<file path="src/hdl/cdcalc_pkg.sv">
// Package for the calendar date calculator: widths, reciprocal constants,
// calendar tables and shared types. No dependencies.
`timescale 1ns / 1ps

package cdcalc_pkg;

  localparam int CODE_W = 27;
  localparam int YEAR_W = 14;
  localparam int MD_W   = 7;
  localparam int DOY_W  = 9;
  localparam int DNUM_W = 18;

  // pipeline registers from input beat to result beat
  localparam int PIPE_DEPTH = 6;

  // n / 10000 = ((n >> 4) * RECIP_10000) >> 32, exact for 27-bit n
  localparam logic [22:0] RECIP_10000 = 23'd6871948;
  localparam logic [13:0] TEN_THOUSAND = 14'd10000;
  // n / 100 = ((n >> 2) * RECIP_100) >> 16, exact for 14-bit n
  localparam logic [11:0] RECIP_100 = 12'd2622;
  localparam logic [6:0]  HUNDRED   = 7'd100;

  localparam logic [YEAR_W-1:0] YEAR_FIRST = 14'd1703;
  localparam logic [YEAR_W-1:0] YEAR_LAST  = 14'd2100;
  // leap years in 1..1702
  localparam logic [11:0] LEAPS_BEFORE_EPOCH = 12'd412;
  localparam logic [8:0]  DAYS_COMMON = 9'd365;
  localparam logic [8:0]  DAYS_LEAP   = 9'd366;

  typedef struct packed {
    logic              ok;
    logic [YEAR_W-1:0] year;
    logic [MD_W-1:0]   month;
    logic [MD_W-1:0]   day;
    logic [2:0]        quarter;
    logic              leap;
    logic [DOY_W-1:0]  doy;
    logic [DOY_W-1:0]  left;
    logic [DNUM_W-1:0] dnum;
  } date_info_t;

  typedef struct packed {
    logic adv;
    logic out_vld;
  } pipe_ctl_t;

  // days before month, month index 0..11
  function automatic logic [8:0] cum_days(input logic [3:0] mi);
    case (mi)
      4'd0:    return 9'd0;
      4'd1:    return 9'd31;
      4'd2:    return 9'd59;
      4'd3:    return 9'd90;
      4'd4:    return 9'd120;
      4'd5:    return 9'd151;
      4'd6:    return 9'd181;
      4'd7:    return 9'd212;
      4'd8:    return 9'd243;
      4'd9:    return 9'd273;
      4'd10:   return 9'd304;
      4'd11:   return 9'd334;
      default: return 9'd0;
    endcase
  endfunction

  function automatic logic [4:0] month_len(input logic [3:0] mi, input logic leap);
    case (mi)
      4'd1:                        return leap ? 5'd29 : 5'd28;
      4'd3, 4'd5, 4'd8, 4'd10:     return 5'd30;
      4'd0, 4'd2, 4'd4, 4'd6,
      4'd7, 4'd9, 4'd11:           return 5'd31;
      default:                     return 5'd0;
    endcase
  endfunction

  function automatic logic [2:0] quarter_of(input logic [3:0] mi);
    case (mi)
      4'd0, 4'd1, 4'd2:   return 3'd1;
      4'd3, 4'd4, 4'd5:   return 3'd2;
      4'd6, 4'd7, 4'd8:   return 3'd3;
      4'd9, 4'd10, 4'd11: return 3'd4;
      default:            return 3'd0;
    endcase
  endfunction

  // 8 == 1 mod 7: fold octal digits, then one conditional subtract
  function automatic logic [2:0] mod7(input logic [DNUM_W-1:0] v);
    logic [5:0] s;
    logic [3:0] f;
    s = 6'(v[2:0]) + 6'(v[5:3]) + 6'(v[8:6]) + 6'(v[11:9]) + 6'(v[14:12])
      + 6'(v[17:15]);
    f = 4'(s[5:3]) + 4'(s[2:0]);
    if (f >= 4'd7) begin
      f = f - 4'd7;
    end
    return f[2:0];
  endfunction

endpackage

</file>
<file path="src/hdl/cdcalc_pipe_ctrl.sv">
// Valid tracking and stall control for the calculator pipeline.
// Depends on cdcalc_pkg.
`timescale 1ns / 1ps

module cdcalc_pipe_ctrl import cdcalc_pkg::*; (
  input  logic      clk,
  input  logic      rst_n,
  input  logic      in_valid,
  input  logic      out_ready,
  output logic      in_ready,
  output pipe_ctl_t ctl
);

  logic [PIPE_DEPTH-1:0] vld_r, vld_nxt;
  logic                  adv;

  // whole pipe moves when the result slot is empty or being taken
  assign adv = !vld_r[PIPE_DEPTH-1] || out_ready;

  always_comb begin
    vld_nxt = vld_r;
    if (adv) begin
      vld_nxt = {vld_r[PIPE_DEPTH-2:0], in_valid};
    end
  end

  always_ff @(posedge clk) begin
    if (!rst_n) begin
      vld_r <= '0;
    end else begin
      vld_r <= vld_nxt;
    end
  end

  assign in_ready    = adv;
  assign ctl.adv     = adv;
  assign ctl.out_vld = vld_r[PIPE_DEPTH-1];

endmodule

</file>
<file path="src/hdl/cdcalc_date_path.sv">
// Datapath for one packed date: decimal split, validity, day of year and
// day number, four register stages. Depends on cdcalc_pkg.
`timescale 1ns / 1ps

module cdcalc_date_path import cdcalc_pkg::*; (
  input  logic              clk,
  input  logic              adv,
  input  logic [CODE_W-1:0] code,
  output date_info_t        info
);

  // stage 2: year digits
  logic [CODE_W-1:0] code2_r;
  logic [YEAR_W-1:0] year2_r, year2_nxt;
  logic [45:0]       prod_y;

  assign prod_y    = 46'(code[CODE_W-1:4]) * 46'(RECIP_10000);
  assign year2_nxt = prod_y[45:32];

  always_ff @(posedge clk) begin
    if (adv) begin
      code2_r <= code;
      year2_r <= year2_nxt;
    end
  end

  // stage 3: month-day remainder, leap flag, days before the year
  logic [YEAR_W-1:0] rem3_r, rem3_nxt, year3_r;
  logic              leap3_r, leap3_nxt, yok3_r, yok3_nxt;
  logic [DNUM_W-1:0] base3_r, base3_nxt;
  logic [27:0]       year_x;
  logic [CODE_W-1:0] rem_full;
  logic [23:0]       prod_q, prod_t;
  logic [7:0]        q100, tq100;
  logic [14:0]       q100_x;
  logic [YEAR_W-1:0] r100, t, ydiff;
  logic [11:0]       leapsum;

  assign year_x   = 28'(year2_r) * 28'(TEN_THOUSAND);
  assign rem_full = code2_r - year_x[CODE_W-1:0];
  assign rem3_nxt = rem_full[YEAR_W-1:0];

  assign prod_q = 24'(year2_r[YEAR_W-1:2]) * 24'(RECIP_100);
  assign q100   = prod_q[23:16];
  assign q100_x = 15'(q100) * 15'(HUNDRED);
  assign r100   = year2_r - q100_x[YEAR_W-1:0];
  assign leap3_nxt = ((year2_r[1:0] == 2'd0) && (r100 != '0))
                  || ((r100 == '0) && (q100[1:0] == 2'd0));

  // leap years in 1..year-1, then offset from the epoch
  assign t       = year2_r - 14'd1;
  assign prod_t  = 24'(t[YEAR_W-1:2]) * 24'(RECIP_100);
  assign tq100   = prod_t[23:16];
  assign leapsum = t[YEAR_W-1:2] - 12'(tq100) + 12'(tq100[7:2]);
  assign ydiff   = year2_r - YEAR_FIRST;
  assign base3_nxt = 18'(ydiff[8:0]) * 18'(DAYS_COMMON) + 18'(leapsum)
                   - 18'(LEAPS_BEFORE_EPOCH);
  assign yok3_nxt  = (year2_r >= YEAR_FIRST) && (year2_r <= YEAR_LAST);

  always_ff @(posedge clk) begin
    if (adv) begin
      rem3_r  <= rem3_nxt;
      year3_r <= year2_r;
      leap3_r <= leap3_nxt;
      yok3_r  <= yok3_nxt;
      base3_r <= base3_nxt;
    end
  end

  // stage 4: month and day digits
  logic [MD_W-1:0]   month4_r, month4_nxt, day4_r, day4_nxt;
  logic [YEAR_W-1:0] year4_r;
  logic              leap4_r, yok4_r;
  logic [DNUM_W-1:0] base4_r;
  logic [23:0]       prod_m;
  logic [7:0]        mq;
  logic [YEAR_W-1:0] m_x, day_full;

  assign prod_m     = 24'(rem3_r[YEAR_W-1:2]) * 24'(RECIP_100);
  assign mq         = prod_m[23:16];
  assign month4_nxt = mq[MD_W-1:0];
  assign m_x        = 14'(mq) * 14'(HUNDRED);
  assign day_full   = rem3_r - m_x;
  assign day4_nxt   = day_full[MD_W-1:0];

  always_ff @(posedge clk) begin
    if (adv) begin
      month4_r <= month4_nxt;
      day4_r   <= day4_nxt;
      year4_r  <= year3_r;
      leap4_r  <= leap3_r;
      yok4_r   <= yok3_r;
      base4_r  <= base3_r;
    end
  end

  // stage 5: validity and derived fields, zeroed when invalid
  date_info_t        info5_r, info5_nxt;
  logic              mok, dok, ok;
  logic [3:0]        mi;
  logic [4:0]        mlen;
  logic [DOY_W-1:0]  doy, left;
  logic [DNUM_W-1:0] dnum;

  assign mok  = (month4_r >= 7'd1) && (month4_r <= 7'd12);
  assign mi   = month4_r[3:0] - 4'd1;
  assign mlen = month_len(mi, leap4_r);
  assign dok  = (day4_r >= 7'd1) && (day4_r <= 7'(mlen));
  assign ok   = yok4_r && mok && dok;
  assign doy  = cum_days(mi) + 9'(day4_r) + 9'(leap4_r && (month4_r > 7'd2));
  assign dnum = base4_r + 18'(doy) - 18'd1;
  assign left = (leap4_r ? DAYS_LEAP : DAYS_COMMON) - doy;

  always_comb begin
    info5_nxt.ok      = ok;
    info5_nxt.year    = year4_r;
    info5_nxt.month   = month4_r;
    info5_nxt.day     = day4_r;
    info5_nxt.leap    = leap4_r;
    info5_nxt.quarter = ok ? quarter_of(mi) : 3'd0;
    info5_nxt.doy     = ok ? doy : '0;
    info5_nxt.left    = ok ? left : '0;
    info5_nxt.dnum    = ok ? dnum : '0;
  end

  always_ff @(posedge clk) begin
    if (adv) begin
      info5_r <= info5_nxt;
    end
  end

  assign info = info5_r;

endmodule

</file>
<file path="src/hdl/calendar_date_calculator_top.sv">
// Channel   | Ports                               | Beat
// input     | in_valid/in_ready, in_date_code,    | two packed YYYYMMDD dates
//           | in_other_code                       |
// result    | out_valid/out_ready, out_*          | decoded first date + difference
//
// One beat accepted per cycle while the result slot is free or being taken; each
// beat passes through six register stages: input, year split, remainder and
// leap, month/day split, day number, result.
// Reset (rst_n, synchronous) clears the valid bits only.
// While a result waits on out_ready the whole pipeline holds, in_ready included.
// Depends on cdcalc_pkg, cdcalc_pipe_ctrl, cdcalc_date_path.
`timescale 1ns / 1ps

module calendar_date_calculator_top import cdcalc_pkg::*; (
  input  logic              clk,
  input  logic              rst_n,
  input  logic              in_valid,
  output logic              in_ready,
  input  logic [CODE_W-1:0] in_date_code,
  input  logic [CODE_W-1:0] in_other_code,
  output logic              out_valid,
  input  logic              out_ready,
  output logic              out_date_ok,
  output logic [YEAR_W-1:0] out_year_part,
  output logic [MD_W-1:0]   out_month_part,
  output logic [MD_W-1:0]   out_day_part,
  output logic [2:0]        out_quarter_no,
  output logic              out_is_leap,
  output logic [DOY_W-1:0]  out_day_of_year,
  output logic [DOY_W-1:0]  out_days_left,
  output logic [2:0]        out_weekday,
  output logic [DNUM_W-1:0] out_day_number,
  output logic              out_other_ok,
  output logic [DNUM_W-1:0] out_diff_days
);

  pipe_ctl_t ctl;

  cdcalc_pipe_ctrl u_ctrl (
    .clk       (clk),
    .rst_n     (rst_n),
    .in_valid  (in_valid),
    .out_ready (out_ready),
    .in_ready  (in_ready),
    .ctl       (ctl)
  );

  // stage 1: input register
  logic [CODE_W-1:0] date_r, other_r;

  always_ff @(posedge clk) begin
    if (ctl.adv) begin
      date_r  <= in_date_code;
      other_r <= in_other_code;
    end
  end

  date_info_t info_a, info_b;

  cdcalc_date_path u_path_a (
    .clk  (clk),
    .adv  (ctl.adv),
    .code (date_r),
    .info (info_a)
  );

  cdcalc_date_path u_path_b (
    .clk  (clk),
    .adv  (ctl.adv),
    .code (other_r),
    .info (info_b)
  );

  // stage 6: result register
  date_info_t        res_r;
  logic              other_ok_r;
  logic [2:0]        weekday_r, weekday_nxt;
  logic [DNUM_W-1:0] diff_r, diff_nxt;

  // day numbers are already zero for an invalid date
  assign weekday_nxt = mod7(info_a.dnum);

  always_comb begin
    diff_nxt = '0;
    if (info_a.ok && info_b.ok) begin
      diff_nxt = (info_a.dnum >= info_b.dnum) ? (info_a.dnum - info_b.dnum)
                                              : (info_b.dnum - info_a.dnum);
    end
  end

  always_ff @(posedge clk) begin
    if (ctl.adv) begin
      res_r      <= info_a;
      other_ok_r <= info_b.ok;
      weekday_r  <= weekday_nxt;
      diff_r     <= diff_nxt;
    end
  end

  assign out_valid       = ctl.out_vld;
  assign out_date_ok     = res_r.ok;
  assign out_year_part   = res_r.year;
  assign out_month_part  = res_r.month;
  assign out_day_part    = res_r.day;
  assign out_quarter_no  = res_r.quarter;
  assign out_is_leap     = res_r.leap;
  assign out_day_of_year = res_r.doy;
  assign out_days_left   = res_r.left;
  assign out_weekday     = weekday_r;
  assign out_day_number  = res_r.dnum;
  assign out_other_ok    = other_ok_r;
  assign out_diff_days   = diff_r;

endmodule

</file>
<file path="config.mk">
export PLATFORM = sky130hd
export DESIGN_NAME = calendar_date_calculator_top
export DESIGN_NICKNAME = d
export VERILOG_FILES = /design/src/hdl/cdcalc_pkg.sv /design/src/hdl/cdcalc_pipe_ctrl.sv /design/src/hdl/cdcalc_date_path.sv /design/src/hdl/calendar_date_calculator_top.sv
export SDC_FILE = /design/constraint.sdc
export NUM_CORES = 2
export LEC_CHECK = 0
export BUFFER_PORTS_ARGS = -buffer_cell sky130_fd_sc_hd__buf_4
export CORE_MARGIN = 3
export CORE_UTILIZATION = 60
export CTS_BUF_LIST = sky130_fd_sc_hd__clkbuf_2 sky130_fd_sc_hd__clkbuf_4 sky130_fd_sc_hd__clkbuf_8
export DETAILED_ROUTE_END_ITERATION = 12
export PLACE_DENSITY = 0.77
export SLEW_MARGIN = 15
export SYNTH_ARGS = -nofsm -noshare
export SYNTH_HDL_FRONTEND = slang
export SYNTH_SLANG_ARGS = --single-unit
</file>
<file path="constraint.sdc">
create_clock -name clk -period 15.43 [get_ports clk]
set_clock_uncertainty 0.15 [all_clocks]
set_input_delay 3.086 -clock clk [delete_from_list [all_inputs] [get_ports clk]]
set_output_delay 3.086 -clock clk [all_outputs]
set_load 0.03 [all_outputs]
</file>
After elaboration in Yosys (flattened, before gate mapping)
Memory sizes are Yosys's and may differ from the RTL's. A register that Yosys moved wholly into a read port is not among the register bits.
Index checks and enable logic that the tools add are counted.
- flip-flop bits (word level): 456
- memory bits (read-only): 336
- memories: 3
- memories (name ; words ; width ; read ports ; clocked after Yosys merged registers in ; write ports ; RTL line ; RTL):
    (name not given) ; 16 ; 9 ; 1 ; 0 ; 0 ; cdcalc_pkg.sv:49 ; case (mi)
    (name not given) ; 16 ; 9 ; 1 ; 0 ; 0 ; cdcalc_pkg.sv:49 ;
    (name not given) ; 16 ; 3 ; 1 ; 1 ; 0 ; cdcalc_pkg.sv:77 ; case (mi)
- equality and inequality tests: 22
- $mul: 16
- muxes and demuxes: 7
- $lt $le $gt $ge: 16
- $add $sub $neg: 38
- reduce and logical (&&, ||, !) cells: 36
- operators with widths (cell ; number):
    $mul 12x11->23 const B ; 6
    $mul 23x21->44 const B ; 2
    $sub 14x14->14 ; 4
    $add 18x12->18 ; 2
    $add 18x9->18 ; 2
    $mul 9x9->18 const B ; 2
    $sub 18x1->18 const B ; 2
    $sub 18x18->18 ; 2
    $sub 18x9->18 const B ; 2
    $eq 4x3->1 const B ; 8
    $eq 4x4->1 const B ; 8
    $pmux 5 s3 ; 2
    $ge 14x11->1 const B ; 2
    $ge 7x1->1 const B ; 4
    $le 14x12->1 const B ; 2
    $logic_not 14->1 ; 2
    $mul 14x10->10 const B ; 2
    $reduce_bool 14->1 ; 2
    $sub 14x1->14 const B ; 2
    $add 12x6->12 ; 2
    $mul 8x5->12 const B ; 2
    $sub 12x8->12 ; 2
    $add 9x1->9 ; 2
    $add 9x7->9 ; 2
    other kinds (28) ; 67

Depth between registers and ports, before layout
- depth in word-level cells: 8
- mapped depth: 59
- mapped depth without buffers: 59

Cells and area by module
Synthesis repeated with hierarchy kept, for this count alone.
- cells, all modules: 5837
- area, all modules: 65062.4 sq um
- by module, submodules not included (module ; instances ; area each (sq um) ; cells an instance):
    cdcalc_date_path (u_path_a) ; 1 ; 29131.7 ; 2712
    cdcalc_date_path (u_path_b) ; 1 ; 28777.6 ; 2620
    calendar_date_calculator_top ; 1 ; 6909.1 ; 482
    cdcalc_pipe_ctrl ; 1 ; 244.0 ; 23

Worst setup path before layout
OpenSTA, ideal clock, no wires.
- kind: input port to output port
- from: input port out_ready
- to: output port in_ready
- stages: 3
- data arrival time: 12.227 ns
- required time: 12.194 ns
- setup slack: -0.033 ns
- cell sequence: nor2b_1 clkbuf_1 inv_1
- longest elaborated chain between the ends: 1
- RTL lines (item ; RTL line ; RTL):
    from (decl) ; calendar_date_calculator_top.sv:22 ; input logic out_ready,
    $logic_or 1x1->1 ; cdcalc_pipe_ctrl.sv:18 ; assign adv = !vld_r[PIPE_DEPTH-1] || out_ready;
    to (decl) ; calendar_date_calculator_top.sv:18 ; output logic in_ready,
Every way passes these cells.

Worst setup path in the final report
- from: register u_path_a.year2_r[0]
- to: register u_path_a.base3_r[16] (data pin)
- longest elaborated chain between the ends: 6
- elaborated cells on any way between the ends: 8
- those cells by class: 6 x add/sub; 2 x mul
- RTL lines (item ; RTL line ; RTL):
    from (decl) ; cdcalc_date_path.sv:14 ; logic [YEAR_W-1:0] year2_r, year2_nxt;
    from (signal assigned) ; cdcalc_date_path.sv:23 ; year2_r <= year2_nxt;
    $sub 14x1->14 ; cdcalc_date_path.sv:51 ; assign t = year2_r - 14'd1;
    $mul 12x11->23 ; cdcalc_date_path.sv:52 ; assign prod_t = 24'(t[YEAR_W-1:2]) * 24'(RECIP_100);
    $sub 12x8->12 ; cdcalc_date_path.sv:54 ; assign leapsum = t[YEAR_W-1:2] - 12'(tq100) + 12'(tq100[7:2]);
    $add 12x6->12 ; cdcalc_date_path.sv:54 ;
    $add 18x12->18 (*) ; cdcalc_date_path.sv:56 ; assign base3_nxt = 18'(ydiff[8:0]) * 18'(DAYS_COMMON) + 18'(leapsum)
    $sub 18x9->18 (*) ; cdcalc_date_path.sv:57 ; - 18'(LEAPS_BEFORE_EPOCH);
    named net u_path_a.base3_nxt[16] ; cdcalc_date_path.sv:30 ; logic [DNUM_W-1:0] base3_r, base3_nxt;
    to (signal assigned) ; cdcalc_date_path.sv:66 ; base3_r <= base3_nxt;
    to (decl) ; cdcalc_date_path.sv:30 ;
Mark *: on every way through the listed nets, which the timed path passes. The rest lies on a longest branch.
A chain may end at the register's enable or synchronous reset.

==> impl_metrics.json <==
{
  "outcome": "finished clean",
  "seq_area_frac_synth_pct": 22.4,
  "coreArea_mm2": 0.101,
  "arrival_ns": 13.55,
  "hold_path.startpoint": "u_path_a.info[32]$_SDFFCE_PN0P_",
  "fin_nets": 7952,
  "yosysUniqueCellTypes": 79,
  "post_cts_buffers": 0,
  "cts-root-buf": "clkbuf_8",
  "slew_headroom_pct": 24.1,
  "ff_latch_area_mm2": 0.0137,
  "io_buffers": 150,
  "cts_buffers": 84,
  "required_ns": 15.75,
  "syn_avg_cell_area_um2": 11.1,
  "htreeDepth": 3,
  "multi_input_area_mm2": 0.0423,
  "cts_tree": "built",
  "setup_viol_count_final": 0,
  "die_x_um": 325,
  "cp_slowest_stage_delay_ns": 0.67,
  "critPathLaunchType": "flip-flop",
  "ys_warn_count": 0,
  "reg2reg_from": "u_path_a.year2_r[0]$_DFFE_PP_",
  "max-cap-violations": 0,
  "place.detailed.hpwl_um": 104000,
  "syn_area_mm2": 0.0612,
  "yosys_most_used_dff": "edfxtp_1",
  "fp-row-count": 116,
  "slew_violations": 0,
  "worstHoldPathType": "reg2reg",
  "worstSkewPairLatency_ns": 0.72,
  "drc": 0,
  "finalCritPeriodShare_pct": 85.7,
  "crit_start": "u_path_a.year2_r[0]$_DFFE_PP_",
  "drive_gt1_share_pct": 5.86,
  "drt_iter0_drc": 1869,
  "avgRoutedWirePerCell_um": 17.0,
  "grt_pass1_wl_um": 207000,
  "die_h_um": 325,
  "gp_congestion": 0.956,
  "syn_inst": 5533,
  "clk_path_buf_depth": 3,
  "tightest_slew_ns": 1.11,
  "path_clk_slew_ns": 0.06,
  "dieArea_mm2": 0.106,
  "slowest_stage": "edfxtp_1",
  "syn-num-nets": 7718,
  "ios": 151,
  "path_max_fanout": 15,
  "min_period_ns": 13.23,
  "gr-total-overflow": 0,
  "ys_seq_elements": 459,
  "hold_viol": 0,
  "synth_edf_count": 453,
  "syn_to_final_growth_pct": 7.73,
  "n_fill_cell": 7703,
  "async_reset_ff_share_pct": 0,
  "timing.hold.ws_ns": 0.259,
  "rsz0062_at_grt": "false",
  "grt_usage_pct": 24.2,
  "start_util_pct": 60.8,
  "fin_setup_tns_ns": 0,
  "worst_path_most_repeated_cell": "inv_1",
  "antenna_found_initial": 3,
  "wl_um": 122000,
  "grt_start_max_net_pins": 176,
  "first_pass_iters": 5,
  "vias_per_cell": 5.33,
  "criticalPathCategory": "reg2reg",
  "crit_path_end_kind": "flip-flop",
  "antenna_left": 0,
  "max_freq_ghz": 0.0756,
  "cts_num_sinks": 459,
  "grt_pass1_vias": 41729,
  "post_cts_resized": 0,
  "postCtsHoldBufs": 0,
  "via_count": 38324
}
[cell usage after synthesis (all sizes together) (4+ instances only)]
library cell	number	area (um2)
nand2b	23	144
nor3	55	275
xnor2	259	2270
o211ai	9	67.6
mux2	7	78.8
or2	8	50.1
o2111ai	11	103
o22ai	4	25.0
dfxtp	6	120
and4b	6	60.1
xor2	93	822
fa	737	14800
buf	7	35.0
a21boi	22	165
and3	7	43.8
o41ai	7	61.3
nand3	40	205
ha	1390	17400
mux2i	10	100
a21o	104	781
a211oi	15	118
o21ai	112	561
nand2	118	443
o21a	33	248
inv	1349	5060
nor2b	48	300
clkbuf	20	75.1
nor2	182	683
nor4	8	50.1
and4	4	35.0
a2111oi	4	41.3
a21oi	208	1040
a31oi	21	131
a211o	4	35.0
a41oi	5	43.8
o31ai	7	52.6
o21bai	47	353
and2	9	56.3
edfxtp	453	13600
or3	8	50.1
a221oi	5	43.8
nand4	13	81.3
maj3	6	61.3
a31o	5	43.8
a311oi	4	35.0
[kinds of logic after synthesis]
| logic type | Yosys count | synth area share (%) |
|---|---|---|
| AOI/OAI and AO/OA | 652 | 6.85 |
| xor gates and xnor gates | 352 | 5.05 |
| adders and majority gates | 2133 | 52.7 |
| buffers and inverters | 1378 | 8.47 |
| DFF | 459 | 22.4 |
| muxes | 17 | 0.293 |
| and+or+nand+nor | 542 | 4.23 |
[metrics by stage]
| step | util [%] | std cells | area, um2 | worst slack (ns) |
|---|---|---|---|---|
| after global placement | 63.7 | 7038 | 64100 | 2.50 |
| final | 65.5 | 7190 | 65900 | 2.20 |
| after detailed placement | 63.7 | 7038 | 64100 | 2.19 |
| after CTS | 65.5 | 7189 | 65900 | 2.18 |
| after floorplan | - | 5533 | 61200 | 3.39 |
| after global routing | 65.5 | 7190 | 65900 | 1.23 |
[sequential cells by signal (all words and copies together) (netlist names), 18 cells and up]
register,flops
u_path_a.base4_r,18
u_path_b.base4_r,18
out_diff_days,18
u_path_a.base3_r,18
u_path_a.info,69
out_day_number,18
other_r,27
u_path_b.info,19
u_path_b.base3_r,18
date_r,27
[placed cells by master, fill, tap and decap left out, drive strengths merged, types with 6 or more instances in the layout]
master and instances:
nor2b 48, fa 737, or3 8, nor4 8
bufinv 7, a21o 104, inv 1353, and3 7
a21oi 208, clkbuf 96, maj3 6, o21ai 112
buf 175, ha 1390, clkinv 42, o41ai 7
o31ai 7, nand2b 23, mux2i 10, nand3 40
o21a 33, and2 9, nand2 118, edfxtp 453
xnor2 259, nand4 13, nor3 55, a211oi 15
a21boi 22, nor2 182, o2111ai 11, o211ai 9
and4b 6, xor2 93, a31oi 21, mux2 7
or2 8, dfxtp 6, o21bai 47
[worst max-delay path, delay by kind of cell (launching register included)]
family          cells  cell delay, ns
simple gates        8            1.35
xor+xnor            4            1.07
compound gates     17            3.30
buf+inv            10            0.93
flops               1            0.67
fa+ha+maj          13            5.51
[area by class of cell]
class,instances,share of cell area (%)
Sequential cell,459,20.8
Antenna cell,1,0.00380
Clock inverter,55,0.826
Multi-Input combinational cell,3696,64.1
Tap cell,1357,2.58
Clock buffer,96,1.89
Timing Repair Buffer,175,2.03
Inverter,1351,7.70
[final timing paths]
kind         cells past startpoint                             end  slack, ns
min reg2reg                      0    out_day_of_year[5]$_DFFE_PP_       0.26
min                              0    out_day_of_year[5]$_DFFE_PP_       0.26
max                             52  u_path_a.base3_r[16]$_DFFE_PP_       2.20
max reg2reg                     52  u_path_a.base3_r[16]$_DFFE_PP_       2.20
[metal layers]
layer	GRT usage, %	vias up	part of all wire [%]
met5	0	-	0.0065
met4	7.44	2	2.9
met3	4.09	199	5.3
met2	40.8	786	48
met1	32.1	18719	44
li1	-	18618	-
Power is left out: the tool's default activity adds up to more than one toggle a clock period on the data nets, which glitch-free logic cannot reach.
